### src/hw/rtl/topological_sort_kahn_assert.svh
// Assertion macros for the topological sort block.
`ifndef TOPOLOGICAL_SORT_KAHN_ASSERT_SVH
`define TOPOLOGICAL_SORT_KAHN_ASSERT_SVH
`ifndef SYNTHESIS
`define TSK_ASSERT_IMPL(label, clk, rst_n, ante, cons) \
  label: assert property (@(posedge clk) disable iff (!rst_n) (ante) |-> (cons)) \
    else $error("assertion failed");
`define TSK_ASSERT_NEXT(label, clk, rst_n, ante, cons) \
  label: assert property (@(posedge clk) disable iff (!rst_n) (ante) |=> (cons)) \
    else $error("assertion failed");
`else
`define TSK_ASSERT_IMPL(label, clk, rst_n, ante, cons)
`define TSK_ASSERT_NEXT(label, clk, rst_n, ante, cons)
`endif
`endif

### src/hw/rtl/tsk_pkg.sv
// ---------------------------------------------------------------------------
// tsk_pkg
// Shared types for the topological sort controller and datapath.
// ---------------------------------------------------------------------------
`default_nettype none
package tsk_pkg;
  localparam logic OP_LOAD = 1'b0;
  localparam logic OP_RUN  = 1'b1;

  // Controller commands to the datapath.
  typedef struct packed {
    logic load_edge;   // store the edge on the input and read its in-degree
    logic load_wb;     // write back the incremented in-degree
    logic scan_start;  // reset vertex index for the zero-degree scan
    logic scan_step;   // test one vertex
    logic deq;         // pop the queue head into current vertex
    logic edge_rd;     // issue an edge-store read
    logic deg_rd;      // read the in-degree of the edge's target
    logic edge_upd;    // update the target's in-degree
    logic emit_step;   // advance the output index
    logic clear_step;  // clear one in-degree entry
    logic clear_start; // reset index for clearing
  } tsk_cmd_t;

  typedef struct packed {
    logic scan_done;   // last vertex tested
    logic queue_empty; // head reached tail
    logic edges_done;  // last edge read issued
    logic full_order;  // tail equals vertex count
    logic emit_last;   // output index at last entry
    logic clear_done;  // last entry cleared
  } tsk_sts_t;
endpackage
`default_nettype wire

### src/hw/rtl/tsk_datapath.sv
// ---------------------------------------------------------------------------
// tsk_datapath
// Edge store, in-degree table, order queue and their counters.
// ---------------------------------------------------------------------------
`default_nettype none
module tsk_datapath import tsk_pkg::*; #(
  parameter int MAX_VERTICES = 64,
  parameter int MAX_EDGES    = 256
) (
  input  wire logic     clk,
  input  wire logic     rst_n,
  input  wire tsk_cmd_t cmd,
  output tsk_sts_t      sts,
  input  wire logic [6:0] n_eff,
  input  wire logic [5:0] in_src,
  input  wire logic [5:0] in_tgt,
  output logic [5:0]    out_vertex
);
  localparam int VW = $clog2(MAX_VERTICES);
  localparam int EW = (MAX_EDGES > 1) ? $clog2(MAX_EDGES) : 1;
  localparam int CW = $clog2(MAX_EDGES + 1);
  localparam int QW = $clog2(MAX_VERTICES + 1);
  localparam int DW = CW;

  logic [11:0]   edge_mem [MAX_EDGES];
  logic [5:0]    queue_mem [MAX_VERTICES];
  logic [DW-1:0] deg_mem [MAX_VERTICES];

  logic [CW-1:0] edge_total_r;
  logic [QW-1:0] head_r, tail_r;
  logic [6:0]    idx_r;
  logic [CW-1:0] eidx_r;
  logic [5:0]    cur_r;
  logic [11:0]   edge_q_r;
  logic [5:0]    qrd_r;
  logic [DW-1:0] deg_q_r;
  logic [5:0]    ld_tgt_r;
  logic          ld_ok_r;

  wire        ld_ok = ({1'b0, in_src} < n_eff) && ({1'b0, in_tgt} < n_eff) &&
                      (edge_total_r < CW'(MAX_EDGES));
  wire [5:0]  es = edge_q_r[11:6];
  wire [5:0]  et = edge_q_r[5:0];
  wire        e_hit = (es == cur_r) && ({1'b0, es} < n_eff) && ({1'b0, et} < n_eff);
  wire [VW-1:0] iv = idx_r[VW-1:0];

  // The in-degree table has one registered read port; its address follows
  // the command of the cycle.
  wire [VW-1:0] deg_raddr = cmd.load_edge ? in_tgt[VW-1:0] :
                            (cmd.deg_rd ? et[VW-1:0] : iv);
  wire        scan_hit = cmd.scan_step && (deg_q_r == '0);
  wire        upd_dec  = cmd.edge_upd && e_hit && (deg_q_r != '0);
  wire        upd_enq  = upd_dec && (deg_q_r == DW'(1));

  always_ff @(posedge clk) begin
    if (cmd.load_edge && ld_ok)
      edge_mem[edge_total_r[EW-1:0]] <= {in_src, in_tgt};
    if (cmd.edge_rd)
      edge_q_r <= edge_mem[eidx_r[EW-1:0]];
    deg_q_r <= deg_mem[deg_raddr];
    if (cmd.load_wb && ld_ok_r)
      deg_mem[ld_tgt_r[VW-1:0]] <= deg_q_r + 1'b1;
    else if (upd_dec)
      deg_mem[et[VW-1:0]] <= deg_q_r - 1'b1;
    else if (cmd.clear_step)
      deg_mem[iv] <= '0;
    if (scan_hit)
      queue_mem[tail_r[VW-1:0]] <= 6'(iv);
    else if (upd_enq)
      queue_mem[tail_r[VW-1:0]] <= et;
    qrd_r <= queue_mem[iv];
    if (cmd.deq) cur_r <= queue_mem[head_r[VW-1:0]];
    if (cmd.load_edge) begin
      ld_tgt_r <= in_tgt;
      ld_ok_r  <= ld_ok;
    end
  end

  always_ff @(posedge clk) begin
    if (!rst_n) begin
      edge_total_r <= '0;
      head_r <= '0;
      tail_r <= '0;
      idx_r  <= '0;
      eidx_r <= '0;
    end else begin
      if (cmd.load_edge && ld_ok) edge_total_r <= edge_total_r + 1'b1;
      if (cmd.scan_start || cmd.clear_start) idx_r <= '0;
      if (cmd.scan_start) begin
        head_r <= '0;
        tail_r <= '0;
      end
      if (cmd.scan_step) idx_r <= idx_r + 1'b1;
      if (scan_hit || upd_enq) tail_r <= tail_r + 1'b1;
      if (cmd.deq) begin
        head_r <= head_r + 1'b1;
        eidx_r <= '0;
      end
      if (cmd.edge_rd) eidx_r <= eidx_r + 1'b1;
      if (cmd.emit_step) idx_r <= idx_r + 1'b1;
      if (cmd.clear_step) begin
        idx_r <= idx_r + 1'b1;
        edge_total_r <= '0;
      end
    end
  end

  assign sts.scan_done   = (idx_r + 7'd1 >= n_eff);
  assign sts.queue_empty = (head_r >= tail_r);
  assign sts.edges_done  = (eidx_r >= edge_total_r);
  assign sts.full_order  = (7'(tail_r) >= n_eff);
  assign sts.emit_last   = (idx_r + 7'd1 >= 7'(tail_r));
  assign sts.clear_done  = (idx_r == 7'(MAX_VERTICES - 1));
  assign out_vertex      = qrd_r;
endmodule
`default_nettype wire

### src/hw/rtl/tsk_ctrl.sv
// ---------------------------------------------------------------------------
// tsk_ctrl
// Sequencer for loading, sorting, emitting and clearing.
// ---------------------------------------------------------------------------
`default_nettype none
module tsk_ctrl import tsk_pkg::*; (
  input  wire logic     clk,
  input  wire logic     rst_n,
  input  wire logic     in_fire,
  input  wire logic     in_op,
  input  wire logic     edges_empty,
  input  wire tsk_sts_t sts,
  output tsk_cmd_t      cmd,
  output logic          in_ready,
  output logic          emit_valid,
  output logic          emit_cycle,
  output logic          emit_last,
  input  wire logic     emit_take
);
  typedef enum logic [3:0] {
    S_IDLE, S_LD, S_SCAN_RD, S_SCAN, S_DEQ, S_ERD, S_DRD, S_EUPD,
    S_EMIT_RD, S_EMIT, S_CYC, S_CLR_ST, S_CLR
  } state_t;
  state_t state_r, state_nxt;

  always_comb begin
    cmd = '0;
    state_nxt = state_r;
    in_ready = 1'b0;
    emit_valid = 1'b0;
    emit_cycle = 1'b0;
    emit_last  = 1'b0;
    case (state_r)
      S_IDLE: begin
        in_ready = 1'b1;
        if (in_fire && in_op == OP_LOAD) begin
          cmd.load_edge = 1'b1;
          state_nxt = S_LD;
        end
        if (in_fire && in_op == OP_RUN) begin
          cmd.scan_start = 1'b1;
          state_nxt = S_SCAN_RD;
        end
      end
      S_LD: begin
        cmd.load_wb = 1'b1;
        state_nxt = S_IDLE;
      end
      S_SCAN_RD: state_nxt = S_SCAN;
      S_SCAN: begin
        cmd.scan_step = 1'b1;
        state_nxt = sts.scan_done ? S_DEQ : S_SCAN_RD;
      end
      S_DEQ: begin
        if (sts.queue_empty) begin
          cmd.clear_start = 1'b1;
          state_nxt = sts.full_order ? S_EMIT_RD : S_CYC;
        end else begin
          cmd.deq = 1'b1;
          state_nxt = edges_empty ? S_DEQ : S_ERD;
        end
      end
      S_ERD: begin
        cmd.edge_rd = 1'b1;
        state_nxt = S_DRD;
      end
      S_DRD: begin
        cmd.deg_rd = 1'b1;
        state_nxt = S_EUPD;
      end
      S_EUPD: begin
        cmd.edge_upd = 1'b1;
        if (sts.edges_done) state_nxt = S_DEQ;
        else begin
          cmd.edge_rd = 1'b1;
          state_nxt = S_DRD;
        end
      end
      S_EMIT_RD: state_nxt = S_EMIT;
      S_EMIT: begin
        emit_valid = 1'b1;
        emit_last  = sts.emit_last;
        if (emit_take) begin
          cmd.emit_step = 1'b1;
          state_nxt = sts.emit_last ? S_CLR_ST : S_EMIT_RD;
        end
      end
      S_CYC: begin
        emit_valid = 1'b1;
        emit_cycle = 1'b1;
        emit_last  = 1'b1;
        if (emit_take) state_nxt = S_CLR_ST;
      end
      S_CLR_ST: begin
        cmd.clear_start = 1'b1;
        state_nxt = S_CLR;
      end
      S_CLR: begin
        cmd.clear_step = 1'b1;
        if (sts.clear_done) state_nxt = S_IDLE;
      end
      default: state_nxt = S_IDLE;
    endcase
  end

  always_ff @(posedge clk) begin
    if (!rst_n) state_r <= S_CLR_ST;
    else state_r <= state_nxt;
  end
endmodule
`default_nettype wire

### src/hw/rtl/topological_sort_kahn.sv
// ---------------------------------------------------------------------------
// topological_sort_kahn
// Kahn topological sort over edges loaded one transaction at a time.
// ---------------------------------------------------------------------------
// Input channel: each transaction carries an opcode in in_tuser. A load
// transaction (opcode 0) stores one edge; the block takes it and then
// updates the target's in-degree, and takes no new load until that write
// is done. A run transaction (opcode 1) starts the sort. The scan reads and
// then tests the in-degree of every vertex, queueing those at zero; then
// each queued vertex is dequeued and, when any edge is stored, each stored
// edge is read, its target's in-degree read and then updated, since the
// edge store and the in-degree table each have one read port. Each result
// is then read and presented, and held until the receiver takes it; a stall
// simply holds the block and no input is accepted meanwhile. A graph with a
// cycle gives one result with the out_tuser cycle bit set and tlast high.
// After the results, a clearing pass wipes the in-degree table; no input is
// accepted during the run, emission or clearing.
// Reset clears all counters, sets vertex_count to 64 and starts the same
// clearing pass, during which in_tready stays low.
// ---------------------------------------------------------------------------
`default_nettype none
`include "topological_sort_kahn_assert.svh"
module topological_sort_kahn import tsk_pkg::*; #(
  parameter int MAX_VERTICES = 64,
  parameter int MAX_EDGES    = 256
) (
  input  wire logic        clk,
  input  wire logic        rst_n,
  input  wire logic        cfg_we,
  input  wire logic [6:0]  cfg_wdata,
  input  wire logic        in_tvalid,
  output logic             in_tready,
  input  wire logic [15:0] in_tdata,  // [5:0] source_vertex, [11:6] target_vertex
  input  wire logic        in_tuser,  // opcode
  output logic             out_tvalid,
  input  wire logic        out_tready,
  output logic [7:0]       out_tdata, // [5:0] vertex
  output logic             out_tuser, // cycle_found
  output logic             out_tlast
);
  logic [6:0] vcount_r;
  logic [6:0] n_eff;
  tsk_cmd_t cmd;
  tsk_sts_t sts;
  logic [5:0] vtx;
  logic emit_valid, emit_cycle, emit_last, edges_empty_r;

  always_ff @(posedge clk) begin
    if (!rst_n) vcount_r <= 7'd64;
    else if (cfg_we) vcount_r <= cfg_wdata;
  end

  // Effective vertex count clamped to 1..MAX_VERTICES.
  always_comb begin
    n_eff = vcount_r;
    if (n_eff == 7'd0) n_eff = 7'd1;
    if (n_eff > 7'(MAX_VERTICES)) n_eff = 7'(MAX_VERTICES);
  end

  // Tracks whether any edge is stored so a dequeue can skip the edge scan.
  always_ff @(posedge clk) begin
    if (!rst_n) edges_empty_r <= 1'b1;
    else if (cmd.load_edge && {1'b0, in_tdata[5:0]} < n_eff &&
             {1'b0, in_tdata[11:6]} < n_eff) edges_empty_r <= 1'b0;
    else if (cmd.clear_step) edges_empty_r <= 1'b1;
  end

  wire in_fire = in_tvalid && in_tready;

  tsk_ctrl u_ctrl (
    .clk, .rst_n, .in_fire, .in_op(in_tuser), .edges_empty(edges_empty_r),
    .sts, .cmd, .in_ready(in_tready), .emit_valid, .emit_cycle, .emit_last,
    .emit_take(out_tready)
  );

  tsk_datapath #(.MAX_VERTICES(MAX_VERTICES), .MAX_EDGES(MAX_EDGES)) u_dp (
    .clk, .rst_n, .cmd, .sts, .n_eff,
    .in_src(in_tdata[5:0]), .in_tgt(in_tdata[11:6]), .out_vertex(vtx)
  );

  assign out_tvalid = emit_valid;
  assign out_tdata  = {2'b00, emit_cycle ? 6'd0 : vtx};
  assign out_tuser  = emit_cycle;
  assign out_tlast  = emit_last;

  `TSK_ASSERT_IMPL(a_no_accept_while_out, clk, rst_n, out_tvalid, !in_tready)
  `TSK_ASSERT_IMPL(a_cycle_is_last, clk, rst_n, out_tvalid && out_tuser, out_tlast)
  `TSK_ASSERT_NEXT(a_run_blocks, clk, rst_n, in_fire && in_tuser, !in_tready)
endmodule
`default_nettype wire
### config.mk
export PLATFORM = sky130hd
export DESIGN_NAME = topological_sort_kahn
export DESIGN_NICKNAME = d
export VERILOG_FILES = /design/src/hw/rtl/tsk_pkg.sv /design/src/hw/rtl/tsk_datapath.sv /design/src/hw/rtl/tsk_ctrl.sv /design/src/hw/rtl/topological_sort_kahn.sv
export VERILOG_INCLUDE_DIRS = /design/src /design/src/hw/rtl
export SDC_FILE = /design/constraint.sdc
export NUM_CORES = 2
export LEC_CHECK = 0
export BUFFER_PORTS_ARGS = -buffer_cell sky130_fd_sc_hd__buf_4
export CAP_MARGIN = 25
export CELL_PAD_IN_SITES_DETAIL_PLACEMENT = 1
export CELL_PAD_IN_SITES_GLOBAL_PLACEMENT = 2
export CORE_MARGIN = 8
export CORE_UTILIZATION = 51
export DETAILED_ROUTE_END_ITERATION = 10
export PLACE_DENSITY_LB_ADDON = 0.05
export SLEW_MARGIN = 10
export SYNTH_ARGS = -nofsm -noshare
export SYNTH_HDL_FRONTEND = slang
export SYNTH_SLANG_ARGS = --single-unit
### constraint.sdc
create_clock -name clk -period 7.6 [get_ports clk]
set_input_delay 0.76 -clock clk [delete_from_list [all_inputs] [get_ports clk]]
set_output_delay 0.76 -clock clk [all_outputs]
set_load 0.02 [all_outputs]
# Word level (Yosys, flattened, before mapping)
# Memory sizes are Yosys's and may differ from the RTL's. A register that Yosys moved wholly into a read port is not among the register bits.
# Index checks and enable logic that the tools add are counted.
# classes
add_sub_neg,7
n_lt_le_gt_ge,11
eq_ne,19
mux,72
bitwise_logic,3
n_reduce_logical,31
# op_table
op,count
$mux W7,9
$pmux W4 S12,1
$mux W1,39
$mux W6,6
$mux W9,4
$ge A7 B7 Y1,4
$lt A6 B7 Y1,4
$add A9 B1 Y9 const B,3
$mux W4,6
$add A7 B1 Y7 const B,3
$eq A4 B4 Y1 const B,5
$reduce_or A9 Y1,2
$eq A4 B3 Y1 const B,4
$logic_and A1 B1 Y1,15
$eq A9 B1 Y1 const B,1
$ge A9 B9 Y1,1
$logic_not A9 Y1,1
$lt A9 B9 Y1 const B,1
$reduce_bool A9 Y1,1
$sub A9 B1 Y9 const B,1
$eq A4 B2 Y1 const B,2
$reduce_bool A2 Y1,4
$eq A7 B6 Y1 const B,1
$gt A7 B7 Y1 const B,1
15 further kinds,24
# totals
reg_bits,58
mem_bits_rw,4032
input_bits,29
out_inout_bits,12
mem_count,3
# memory_table
memory,words,width,read_ports,rd_clocked_by_memory_dff,wr,line_no,text
u_dp.edge_mem,256,12,1,1,1,tsk_datapath.sv:25,logic [11:0] edge_mem [MAX_EDGES];
u_dp.deg_mem,64,9,1,1,1,tsk_datapath.sv:27,logic [DW-1:0] deg_mem [MAX_VERTICES];
u_dp.queue_mem,64,6,2,2,1,tsk_datapath.sv:26,logic [5:0] queue_mem [MAX_VERTICES];

# Logic depth before layout (Yosys ltp)
# logic_depth
word_depth,15
mapped_depth,15

# Cells and area by module
# Synthesis repeated with hierarchy kept, for this count alone.
# hier_totals
hier_cells,8019
area_unflattened_um2,164401.4
# modules_own_cells
module,instances,cells_each,area_per_inst_um2,seq_area_each_um2
tsk_datapath,1,7870,163196.5,122907.9
topological_sort_kahn,1,78,685.7,160.2
tsk_ctrl,1,71,519.2,80.1

# Worst setup path after synthesis
# OpenSTA, ideal clock, no wires.
# synth_path
path_type,register -> register
start,register vcount_r[6]
end,"memory u_dp.queue_mem[0][0], data pin"
setup_ns,0.702
t_arrival_ns,4.573
t_required_ns,6.898
slack_ns,2.325
stages_incl_launch_ff,11
period_less_slack_ns,5.275
cell_sequence,dfxtp_1 > clkinv_1 > nand2_1 > ha_1 > nor2_1 > nor4_1 > o41ai_1 > nand4_1 > buf_2 > nor2_1 > o21ai_0
# synth_between
elab_chain_cells,14
# synth_rtl
item,line_no,text
start: declaration,topological_sort_kahn.sv:41,logic [6:0] vcount_r;
start signal: assignment,topological_sort_kahn.sv:50,else if (cfg_we) vcount_r <= cfg_wdata;
$logic_not A7 Y1,topological_sort_kahn.sv:56,if (n_eff == 7'd0) n_eff = 7'd1;
$mux W7 *,topological_sort_kahn.sv:56,
$gt A7 B7 Y1,topological_sort_kahn.sv:57,if (n_eff > 7'(MAX_VERTICES)) n_eff = 7'(MAX_VERTICES);
$mux W7 *,topological_sort_kahn.sv:57,
$lt A6 B7 Y1,tsk_datapath.sv:44,"wire e_hit = (es == cur_r) && ({1'b0, es} < n_eff) && ({1'b0, et} < n_eff);"
$logic_and A1 B1 Y1,tsk_datapath.sv:44,
$logic_and A1 B1 Y1 *,tsk_datapath.sv:44,
$logic_and A1 B1 Y1 * (2 in a row),tsk_datapath.sv:52,wire upd_dec = cmd.edge_upd && e_hit && (deg_q_r != '0);
$logic_and A1 B1 Y1 *,tsk_datapath.sv:53,wire upd_enq = upd_dec && (deg_q_r == DW'(1));
$mux W1 *,tsk_datapath.sv:69,else if (upd_enq)
$mux W1 *,tsk_datapath.sv:67,if (scan_hit)
$mux W1 (not written as such) *,tsk_datapath.sv:70,queue_mem[tail_r[VW-1:0]] <= et;
$mux W6 (no source line) *,--,
end: declaration,tsk_datapath.sv:26,
# Mark *: on every way between the ends. The rest lies on a longest branch, timed or not.

# Worst setup path after layout
# layout_path
start,register vcount_r[6]
end,"memory u_dp.deg_mem[55][6] (netlist name), enable pin"
# layout_between
elab_chain_cells,15
# layout_rtl
item,line_no,text
$logic_not A7 Y1,topological_sort_kahn.sv:56,
$mux W7 *,topological_sort_kahn.sv:56,
$gt A7 B7 Y1,topological_sort_kahn.sv:57,
$mux W7 *,topological_sort_kahn.sv:57,
$lt A6 B7 Y1,tsk_datapath.sv:44,
$logic_and A1 B1 Y1,tsk_datapath.sv:44,
$logic_and A1 B1 Y1 *,tsk_datapath.sv:44,
$logic_and A1 B1 Y1 * (2 in a row),tsk_datapath.sv:52,
$mux W1,tsk_datapath.sv:63,else if (upd_dec)
$mux W1,tsk_datapath.sv:61,if (cmd.load_wb && ld_ok_r)
$mux W1 (not written as such),tsk_datapath.sv:64,deg_mem[et[VW-1:0]] <= deg_q_r - 1'b1;
$reduce_or A9 Y1 (no source line),--,
$mux W6 (no source line) or $mux W1 (tied branches) (2 in a row),--,
end: declaration,tsk_datapath.sv:27,
# Marked as above.

==> flow_summary.json <==
{
  "status": "complete, no violations",
  "max_capacitance_violation_count": 0,
  "die_w_um": 583,
  "finalInstanceArea_mm2": 0.185,
  "io_buffers": 34,
  "synth.largest_area_cell": "sky130_fd_sc_hd__edfxtp_1",
  "yosys.area.top_type_share_pct": 74.2,
  "timing_max_transition_violations_final": 0,
  "cp_top_family": "simple AND/OR/NAND/NOR gates",
  "cell_at_the_root_of_the_clock_tree": "sky130_fd_sc_hd__clkbuf_16",
  "finalCriticalPeriod_ns": 5.76,
  "post_dp_cell_area_mm2": 0.172,
  "worstPathArrival_ns": 6.34,
  "netlist-cell-type-count": 69,
  "wire_per_inst_um": 34.3,
  "core.rowCount": 208,
  "synthFlopType": "sky130_fd_sc_hd__edfxtp_1",
  "yosysWarningCount": 0,
  "first_pass_grt_wire_length_um": 631000,
  "setup_tns_ns": 0,
  "count_of_routing_violations_after_the_opening_detailed_route_iteration": 8429,
  "post_drt_via_cell_ratio": 6.29,
  "postSynthCellCount": 7805,
  "dr.pass1.iters": 6,
  "cts.clk_slew.worst_paths_ns": 0.06,
  "clock_tree.htree_level_count": 5,
  "numCtsBuffers": 423,
  "via_count_of_the_first_global_routing_pass": 84600,
  "rsz0062_at_grt": "false",
  "die_area_mm2": 0.340,
  "cp_slowest_stage_delay_ns": 0.85,
  "post_synth_xor_area_fraction_pct": 0.112,
  "ctsHoldBuffers": 0,
  "critPathMostFrequentCell": "sky130_fd_sc_hd__nor2_1",
  "hpwlAfterDp_um": 273000,
  "global_route.usage.total_pct": 25.7,
  "clock_tree_from_tritoncts": "yes",
  "synth-compound-area-share_pct": 1.52,
  "synth_edf_count": 4057,
  "gp_routability_congestion": 0.838,
  "clock_tree.buffer_depth": 4,
  "fin_crit_sh_pct": 75.8,
  "max_ir_drop_vdd_mv": 0.238,
  "worstPathMaxFanout": 18,
  "crit_path_end_kind": "flip-flop",
  "async_flop_share_pct": 0,
  "cp_slowest_cell": "sky130_fd_sc_hd__nor2_1",
  "clk_latency_ns": 0.99,
  "yosys.cell_count.top_type": "sky130_fd_sc_hd__edfxtp_1",
  "final-hold-violation-count": 0,
  "drc_violation_count_after_routing": 0,
  "skew_ns": 0.0446,
  "synth-seq-cells": 4123,
  "highest_attainable_clock_frequency_mhz": 174,
  "tightestPinTransition_ns": 1.34,
  "synth.top_cells.by_area": "sky130_fd_sc_hd__edfxtp_1 (74%), sky130_fd_sc_hd__mux4_2 (17%), sky130_fd_sc_hd__mux2i_1 (1.3%), sky130_fd_sc_hd__nor2_1 (1.1%), sky130_fd_sc_hd__nand2_1 (1.0%)",
  "final_layout_size_suffix_gt1_share_pct": 27.3,
  "starting_density_of_the_core_pct": 51.2,
  "initial_antenna_violation_count": 24,
  "pin_count": 41,
  "clk_sink_count": 4123,
  "post_detailed_routing_wire_length_um": 442000,
  "maxSlewHeadroom_pct": 10.0,
  "synth_simple_gate_area_share_pct": 3.40,
  "finalSetupViolations": 0,
  "die_height_um": 583,
  "post_synth_most_frequent_cells": "sky130_fd_sc_hd__edfxtp_1 (4057), sky130_fd_sc_hd__mux4_2 (1212), sky130_fd_sc_hd__nor2_1 (473)",
  "cellPowerDensity_mw_per_mm2": 270,
  "cts.repair.resized": 0,
  "dr_total_vias": 81300,
  "worst_setup_path_start_kind": "flip-flop",
  "worstSetupPathType": "reg -> reg",
  "nets": 8353,
  "postCtsSetupBuffers": 0,
  "average_footprint_of_a_synthesized_cell_um2": 21.0,
  "core_area_mm2": 0.321,
  "critical_path.cell_chain": "clkinv_1, nand2_1, ha_1, a21oi_1, o32ai_1, nor4_1, nand4_1, o22ai_1, nor2_1, o21a_1, nor2_1",
  "mappedNetlistArea_mm2": 0.164,
  "crit_required_ns": 8.19,
  "fin_total_pwr_w": 0.0501,
  "globalRouteOverflowTotal": 0,
  "grt_max_degree": 190,
  "timing.hold.worst.class": "in -> reg",
  "main_combinational_cell_family_by_area_after_synthesis": "multiplexers",
  "leakage_power_summed_over_all_cells_nw": 56.9,
  "seq_total_area_yosys_pct": 75.0,
  "cp.buffers_inverters": 1,
  "antenna_violating_nets_post_route": 0,
  "layout-area-overhead-vs-synth_pct": 13.0,
  "post_synth_fa_ha_maj_area_fraction_pct": 0.557,
  "post_synth_mux_area_share_pct": 18.2
}
[state kept, by name, indices dropped and copies added, names as in the netlist, 7 cells and up]
register / flops
u_dp.edge_mem: 3072
u_dp.deg_mem: 576
u_dp.queue_mem: 384
u_dp.edge_q_r: 12
u_dp.deg_q_r: 9
u_dp.edge_total_r: 9
u_dp.eidx_r: 9
u_dp.head_r: 7
u_dp.idx_r: 7
u_dp.tail_r: 7
vcount_r: 7
[area by class of cell]
type | instances | area, um2
Clock inverter | 266 | 2240
Clock buffer | 513 | 11100
Tap cell | 4305 | 5390
Multi-Input combinational cell | 3197 | 39200
Fill cell | 26900 | 135000
Antenna cell | 6 | 15.0
Timing Repair Buffer | 460 | 4170
Sequential cell | 4123 | 123000
Inverter | 46 | 174
[tightest hold or removal path: cells and delay by family]
kind / cells / cell delay (ns)
simple gates: 1 / 0.11
buf+inv: 1 / 0.09
mux: 1 / 0.06
[power by group]
part | total (W) | internal, W | leakage (nW) | switching [W]
combinational | 0.00401 | 0.00114 | 13.7 | 0.00287
sequential | 0.0259 | 0.0258 | 36.6 | 0.000118
clock | 0.0202 | 0.0116 | 6.57 | 0.00863
total | 0.0501 | 0.0385 | 56.9 | 0.0116
[per-layer routing]
layer | global-route usage [%] | wire length (um) | vias to the layer above
met1 | 37.1 | 187000 | 44400
li1 | - | - | 33500
met5 | 0 | 22 | -
met2 | 42.1 | 217000 | 2764
met3 | 3.55 | 26100 | 568
met4 | 6.33 | 11300 | 4
[through the flow]
step	util, %	setup slack [ns]	hold slack (ns)	instances
floorplan	-	2.33	0.442	7806
global placement	53.3	2.03	0.476	12000
detailed placement	53.7	1.90	0.490	12100
CTS	57.8	1.85	0.0172	12900
global route	57.8	1.50	0.0492	12900
finish	57.8	1.84	0.0903	12900
[final timing paths]
path,slack (ns),cells past startpoint,startpoint,end
worst max-delay path,1.84,11,vcount_r[6],u_dp.deg_mem[55][6]
worst min-delay path,0.09,3,cfg_wdata[0],vcount_r[0]
worst max register to register,1.84,11,vcount_r[6],u_dp.deg_mem[55][6]
worst min register to register,0.51,1,u_dp.idx_r[6],u_dp.idx_r[6]
[cell usage in the layout (no fill, tap or decap), types with 30 or more instances in the layout]
master,instances
sky130_fd_sc_hd__edfxtp_1,4057
sky130_fd_sc_hd__mux4_2,1212
sky130_fd_sc_hd__nor2_1,463
sky130_fd_sc_hd__clkbuf_16,430
sky130_fd_sc_hd__nand2_1,420
sky130_fd_sc_hd__buf_4,350
sky130_fd_sc_hd__mux2i_1,217
sky130_fd_sc_hd__nand3_1,160
sky130_fd_sc_hd__clkinv_1,119
sky130_fd_sc_hd__clkinv_2,91
sky130_fd_sc_hd__clkbuf_1,79
sky130_fd_sc_hd__ha_1,73
sky130_fd_sc_hd__a21oi_1,71
sky130_fd_sc_hd__buf_6,66
sky130_fd_sc_hd__nand4_1,56
sky130_fd_sc_hd__dfxtp_1,53
sky130_fd_sc_hd__a32oi_1,50
sky130_fd_sc_hd__o21ai_0,42
sky130_fd_sc_hd__inv_1,41
sky130_fd_sc_hd__o22ai_1,39
sky130_fd_sc_hd__a22oi_1,36
sky130_fd_sc_hd__bufinv_16,35
sky130_fd_sc_hd__nor3_1,30
sky130_fd_sc_hd__a31oi_1,30
[logic make-up (layout without fill, tap and decap cells)]
| group | after synthesis | after routing |
|---|---|---|
| flops | 4123 | 4123 |
| fa+ha+maj | 73 | 73 |
| compound gates | 364 | 364 |
| xor+xnor | 21 | 21 |
| simple gates | 1282 | 1282 |
| other cells | 1 | 8 |
| mux | 1455 | 1455 |
| buf+inv | 486 | 1285 |
Power figures use the tool's default switching activity.
